[config.mk]
export PLATFORM = sky130hd
export DESIGN_NAME = rtbmp_modmul
export DESIGN_NICKNAME = d
export VERILOG_FILES = /design/src/rtl/core/rtbmp_pkg.sv /design/src/rtl/core/rtbmp_modmul.sv
export SDC_FILE = /design/constraint.sdc
export NUM_CORES = 2
export LEC_CHECK = 0
export CORE_UTILIZATION = 65
export DETAILED_ROUTE_END_ITERATION = 10
export DONT_BUFFER_PORTS = 1
export HOLD_SLACK_MARGIN = 0.12
export PLACE_DENSITY_LB_ADDON = 0.2
export SETUP_SLACK_MARGIN = 0.15
export SLEW_MARGIN = 20
export SYNTH_ARGS = -nofsm -noshare
export SYNTH_HDL_FRONTEND = slang
export SYNTH_SLANG_ARGS = --single-unit
[constraint.sdc]
create_clock -name clock -period 11.8 [get_ports clock]
set_input_delay 2.36 -clock clock [delete_from_list [all_inputs] [get_ports clock]]
set_output_delay 2.36 -clock clock [all_outputs]
set_load 0.02 [all_outputs]
[src/rtl/core/rtbmp_pkg.sv]
// shared types, constants and helpers for the recurrence term block
// depends on nothing; imported by rtbmp_modmul, the top level and the testbench
`timescale 1ns / 1ps
`default_nettype none

package rtbmp_pkg;

   localparam int WORD_W                = 30;
   localparam int TERM_INDEX_W          = 32;
   localparam int DEFAULT_EXPONENT_BITS = 32;
   localparam int MAT_SIZE              = 9;

   typedef logic [WORD_W-1:0] word_type;

   localparam word_type PRIME = 30'd1000000007;

   // barrett constant floor(2^60 / prime), fits in 31 bits
   localparam logic [30:0] BARRETT_MU = 31'((64'd1 << 60) / 64'd1000000007);

   localparam logic [3:0] LAST_ELEM  = 4'd8;
   localparam logic [1:0] LAST_INNER = 2'd2;
   localparam logic [1:0] LAST_ROW   = 2'd2;
   localparam logic [1:0] LAST_COL   = 2'd2;

   localparam word_type IDENT_MATRIX [MAT_SIZE] = '{
      30'd1, 30'd0, 30'd0,
      30'd0, 30'd1, 30'd0,
      30'd0, 30'd0, 30'd1
   };

   localparam word_type TRANS_MATRIX [MAT_SIZE] = '{
      30'd1, 30'd0, 30'd1,
      30'd1, 30'd0, 30'd0,
      30'd0, 30'd1, 30'd0
   };

   typedef struct packed {
      logic [3:0] elem;
      logic [1:0] inner;
   } term_tag_type;

   // row-major position of a 3x3 entry
   function automatic logic [3:0] mat_index(input logic [1:0] row, input logic [1:0] col);
      logic [3:0] r4;
      r4 = {2'b00, row};
      return (r4 << 1) + r4 + {2'b00, col};
   endfunction

   // sum of two residues, reduced once
   function automatic word_type mod_add(input word_type a, input word_type b);
      logic [WORD_W:0] s;
      s = {1'b0, a} + {1'b0, b};
      if (s >= {1'b0, PRIME}) begin
         s = s - {1'b0, PRIME};
      end
      return s[WORD_W-1:0];
   endfunction

endpackage

`default_nettype wire

[src/rtl/core/rtbmp_modmul.sv]
// pipelined modular multiplier, product reduced by barrett estimate and two corrections
// depends on rtbmp_pkg; takes one new pair per cycle
`timescale 1ns / 1ps
`default_nettype none

module rtbmp_modmul (
   input  logic                   clock,
   input  logic                   reset,
   input  logic                   in_valid,
   input  rtbmp_pkg::word_type    in_a,
   input  rtbmp_pkg::word_type    in_b,
   input  rtbmp_pkg::term_tag_type in_tag,
   output logic                   out_valid,
   output rtbmp_pkg::word_type    out_value,
   output rtbmp_pkg::term_tag_type out_tag
);
   import rtbmp_pkg::*;

   logic         valid1_ff, valid2_ff, valid3_ff, valid4_ff, valid5_ff;
   term_tag_type tag1_ff, tag2_ff, tag3_ff, tag4_ff, tag5_ff;

   logic [2*WORD_W-1:0] prod_ff, prod_in;
   logic [61:0]         quot_full;
   logic [30:0]         quot_ff, quot_in;
   logic [31:0]         low_ff, low_in;
   logic [31:0]         qp_lo;
   logic [31:0]         rem_ff, rem_in;
   logic [30:0]         red1_ff, red1_in;
   word_type            red2_ff, red2_in;

   // full product
   assign prod_in = 60'(in_a) * 60'(in_b);

   // quotient estimate, at most two below the true quotient
   assign quot_full = 62'(prod_ff[59:29]) * 62'(BARRETT_MU);
   assign quot_in   = quot_full[61:31];
   assign low_in    = prod_ff[31:0];

   // remainder below three times the prime, so 32 bits suffice
   assign qp_lo  = 32'(quot_ff) * 32'(PRIME);
   assign rem_in = low_ff - qp_lo;

   // two conditional subtractions
   assign red1_in = (rem_ff >= 32'(PRIME)) ? 31'(rem_ff - 32'(PRIME)) : rem_ff[30:0];
   assign red2_in = (red1_ff >= 31'(PRIME)) ? 30'(red1_ff - 31'(PRIME)) : red1_ff[29:0];

   always_ff @(posedge clock) begin
      if (reset) begin
         valid1_ff <= 1'b0;
         valid2_ff <= 1'b0;
         valid3_ff <= 1'b0;
         valid4_ff <= 1'b0;
         valid5_ff <= 1'b0;
      end else begin
         valid1_ff <= in_valid;
         valid2_ff <= valid1_ff;
         valid3_ff <= valid2_ff;
         valid4_ff <= valid3_ff;
         valid5_ff <= valid4_ff;
      end
      tag1_ff <= in_tag;
      tag2_ff <= tag1_ff;
      tag3_ff <= tag2_ff;
      tag4_ff <= tag3_ff;
      tag5_ff <= tag4_ff;
      prod_ff <= prod_in;
      quot_ff <= quot_in;
      low_ff  <= low_in;
      rem_ff  <= rem_in;
      red1_ff <= red1_in;
      red2_ff <= red2_in;
   end

   assign out_valid = valid5_ff;
   assign out_value = red2_ff;
   assign out_tag   = tag5_ff;

`ifndef SYNTHESIS
   a_residue_range: assert property (@(posedge clock) disable iff (reset)
      out_valid |-> (out_value < PRIME))
      else $error("modmul residue not below the prime");

   a_latency: assert property (@(posedge clock) disable iff (reset)
      out_valid |-> $past(in_valid, 5))
      else $error("modmul result without matching operands");

   a_first_fix: assert property (@(posedge clock) disable iff (reset)
      valid4_ff |-> ({1'b0, red1_ff} < (32'(PRIME) << 1)))
      else $error("modmul barrett estimate off by more than two");
`endif

endmodule

`default_nettype wire

## After elaboration in Yosys (flattened, before gate mapping)

Cells that the tools add are included.

| storage, ports and cells | value |
|---|---|
| register bits after elaboration | 251 |
| memory bits (writable) | 0 |
| bits in latches | 0 |
| output and inout bits | 37 |
| input port bits | 69 |
| logic and storage cells | 31 |
| memories kept | 0 |
| memory bits (read-only) | 0 |

| cells by class | value |
|---|---|
| muxes and demuxes | 2 |
| multiply operators | 3 |
| bitwise gates (word level) | 0 |
| add/sub/neg operators | 3 |
| divide/modulo/power cells | 0 |
| shift operators | 0 |
| reduce and logical (&&, ||, !) cells | 0 |
| $lt $le $gt $ge | 2 |
| equal/unequal tests | 0 |

Operators by type and width:

| kind | number |
|---|---|
| multiplier 30 x 30 -> 60 bit | 1 |
| multiplier 31 x 28 -> 59 bit (second input constant) | 1 |
| greater-or-equal comparator 32 x 30 -> 1 bit (second input constant) | 1 |
| multiplier 31 x 30 -> 32 bit (second input constant) | 1 |
| subtractor 32 bit | 1 |
| greater-or-equal comparator 31 x 30 -> 1 bit (second input constant) | 1 |
| two-way mux 31 bit | 1 |
| subtractor 31 x 30 -> 31 bit (second input constant) | 1 |
| two-way mux 30 bit | 1 |
| subtractor 30 bit (second input constant) | 1 |

## Depth between registers and ports, before layout

| logic depth | value |
|---|---|
| depth in word-level cells | 2 |
| gate-level depth with buffers | 29 |
| gate-level depth less buffers | 28 |

## Worst setup path after synthesis

No wires, ideal clock.

| path | value |
|---|---|
| kind | input port to flip-flop |
| start | input in_a[16] |
| end | register prod_ff[53] |
| stages on the path | 27 |
| slack | 2.555 ns |
| data arrival time | 9.121 ns |
| library setup time | 0.125 ns |
| path buffers | 1 |
| required time | 11.675 ns |
| cell sequence | clkbuf_1 > nand2_1 > fa_1 > inv_1 > fa_1 > inv_1 > fa_1 > inv_1 > fa_1 > inv_1 > fa_1 > inv_1 > fa_1 > fa_1 > inv_1 > fa_1 > inv_1 > ha_1 > and2_1 > and4_1 > o41a_1 > o311ai_2 > a21oi_1 > o211ai_1 > nand2_1 > a31oi_1 > xnor2_1 |

| between the ends | value |
|---|---|
| longest elaborated chain between the ends | 1 |

RTL lines:

| what | line | source |
|---|---|---|
| from (decl) | rtbmp_modmul.sv:10 | `input rtbmp_pkg::word_type in_a,` |
| multiplier 30 x 30 -> 60 bit | rtbmp_modmul.sv:32 | `assign prod_in = 60'(in_a) * 60'(in_b);` |
| named net prod_in[53] | rtbmp_modmul.sv:22 | `logic [2*WORD_W-1:0] prod_ff, prod_in;` |
| to (signal assigned) | rtbmp_modmul.sv:66 | `prod_ff <= prod_in;` |
| to (decl) | rtbmp_modmul.sv:22 |  |

The timed path passes the listed nets, and every way through them passes these cells.
A chain may end at the register's enable or synchronous reset.

## Worst setup path after layout

| path | value |
|---|---|
| start | input in_a[10] |
| end | register prod_ff[46] |

The elaborated chain is that of the path after synthesis.

==> flow_metrics.tcl <==
set metrics [dict create \
    final_util_pct 67.9 \
    yosys.cell_count.top_type "inv_1" \
    grt_use_total_pct 32.6 \
    wl_per_cell_um 20.1 \
    max_slew_margin_pct 28.6 \
    period_share_pct 77.5 \
    critPathCaptureType "flip-flop" \
    hp-start "prod_ff[15]$_DFF_P_" \
    ys_seq_area_share_pct 8.73 \
    worstPathArrival_ns 9.59 \
    antenna_found_initial 1 \
    setup_tns_ns 0 \
    skew_ns 0.0304 \
    crit_path_max_fanout 30 \
    io_buffers 0 \
    grt_pass1_wl_um 227000 \
    cts_buffers 26 \
    synth_edf_count 0 \
    async_flop_share_pct 0 \
    htreeDepth 1 \
    postRouteAntennaNets 0 \
    clock-sinks 251 \
    fmax_mhz 109 \
    ctsLongestPathBuffers 3 \
    crit_path_start_kind "input port" \
    slew_violations 0 \
    drc_errors 0 \
    ys_warn_count 0 \
    finalCriticalPeriod_ns 9.15 \
    cts_resized 0 \
    yosysTopAreaCell "fa_1" \
    drv_cap 0 \
    cp.required_ns 12.24 \
    io_pins 106 \
    syn_area_per_cell_sq_um 9.72 \
    num-nets-final 7881 \
    nFillCells 6956 \
    routed_wl_um 139000 \
    synth_area_leaders "fa_1 (44%), ha_1 (17%), inv_1 (10%)" \
    synth.distinct_cells 75 \
    synth_cells 5925 \
    syn2layout_area_growth_pct 3.01 \
    worst_slew_pin_slew_ns 1.06 \
    clkSlewWorstSetupHoldPaths_ns 0.06 \
    hpwlAfterDp_um 113000 \
    avgViaCountPerCell 5.54 \
    tritoncts "built" \
    status "complete, no violations" \
    vias 38431 \
    die_h_um 300 \
    grt-ovfl-total 0 \
    placementRows 108 \
    clock_latency_ns 0.57 \
    rsz0062_at_grt "no" \
    crit_start "in_a[10]" \
    ys_ff_latch 251 \
    die-width_um 300 \
    synthesis.nets 8038 \
    cts_setup_buffers 0 \
    die_area_sq_um 89800 \
    syn_area_sq_um 57600 \
    yosysTopAreaCellShare_pct 43.8 \
    initial_utilization_pct 66.0 \
    critPathKind "input port to flip-flop" \
    synthFlopType "dfxtp_1" \
    synth_common_cells "inv_1 (1578), fa_1 (1261), ha_1 (783), and2_1 (516), nand2_1 (496)" \
    first_pass_iters 6 \
    gp_congestion 0.968 \
    grt_pass1_vias 42084 \
    core_sq_um 87300 \
    drive_above_1_share_pct 1.54 \
    setup_violations 0 \
    n_antenna_cell 0 \
    hold_buffers 0 \
    grt_max_degree 31 \
    root_buffer "clkbuf_16" \
    drt_iter0_markers 2692 \
    finalHoldViolCount 0 \
    min_path_type "flip-flop to flip-flop" \
    reg2reg_from "prod_ff[50]$_DFF_P_" \
]
[cells in the final DEF (no fill, tap or decap), drive strengths merged, types with 5 or more instances in the layout]
cell type	count
dfxtp	251
a211o	5
a21oi	131
bufinv	5
xnor2	151
or3	6
a21o	65
and4	7
a221oi	6
o21a	13
o221ai	5
nor4	8
o21bai	12
nor2	81
and2	516
nand2	496
xor2	53
ha	783
nand2b	18
clkbuf	33
nand3b	6
o31ai	7
o211ai	12
buf	8
nand3	34
a31o	5
and3	13
inv	1580
fa	1261
nor2b	18
nand4	22
a31oi	14
a211oi	9
nor3	29
o21ai	68
[registers in the layout, summed over array words and instances, names as in the netlist]
signal	cells
prod_ff	60
tag2_ff	6
tag3_ff	6
valid1_ff	1
tag4_ff	6
low_ff	32
valid2_ff	1
red1_ff	31
out_tag	6
out_valid	1
quot_ff	31
out_value	30
tag1_ff	6
valid4_ff	1
rem_ff	32
valid3_ff	1
[per-layer routing]
metal  GRT usage (%)  routed length [um]
met5               0                  16
met4            8.62                4050
met3            6.01               12500
met2            52.8               64300
met1            45.3               58600
[kinds of logic after synthesis]
group / synth area share, %
flops: 8.73
fa+ha+maj: 60.9
mux: 0.0565
xor+xnor: 3.10
buf+inv: 11.6
simple gates: 11.2
compound gates: 4.49
[layout make-up]
| class | count | area [sq um] | area share, % |
|---|---|---|---|
| flip-flops and latches | 251 | 5020 | 8.47 |
| well taps | 1155 | 1450 | 2.44 |
| multi-input cells | 3903 | 45900 | 77.4 |
| clock buffers | 33 | 727 | 1.23 |
| repair buffers | 8 | 60.1 | 0.101 |
| inverters | 1578 | 5920 | 9.99 |
| clock inverters | 14 | 229 | 0.386 |
[path summary, 6_finish.rpt]
check	to	slack, ns	depth (start not counted)
worst max-delay path	prod_ff[46]$_DFF_P_	2.65	26
worst min-delay path	low_ff[15]$_DFF_P_	0.30	0
worst max register to register	quot_ff[30]$_DFF_P_	4.04	20
worst min register to register	low_ff[15]$_DFF_P_	0.30	0
[worst max-delay path, cell delays in order]
cell,delay (ns)
and2_1,0.16
fa_1,0.53
inv_1,0.05
fa_1,0.52
inv_1,0.06
fa_1,0.49
inv_1,0.06
fa_1,0.54
inv_1,0.05
fa_1,0.51
fa_1,0.43
fa_1,0.49
inv_1,0.05
fa_1,0.48
inv_1,0.04
ha_1,0.36
a21o_1,0.19
a21oi_1,0.19
o21ai_1,0.11
a41o_1,0.25
or3b_1,0.38
a31oi_1,0.43
o21ai_1,0.25
a21boi_0,0.31
o21ai_0,0.10
and2_1,0.16
[stage by stage]
step | setup WS (ns) | area (sq um) | hold slack (ns) | cells
final | 2.65 | 59300 | 0.297 | 6942
after global routing | 2.13 | 59300 | 0.314 | 6942
after CTS | 2.65 | 59300 | 0.290 | 6942
after detailed placement | 2.07 | 58400 | 0.312 | 6895
after global placement | 2.16 | 58400 | 0.310 | 6895
after floorplan | 2.55 | 57600 | 0.310 | 5925
Power is left out: the tool's default activity adds up to more than one toggle a clock period on the data nets, which glitch-free logic cannot reach.
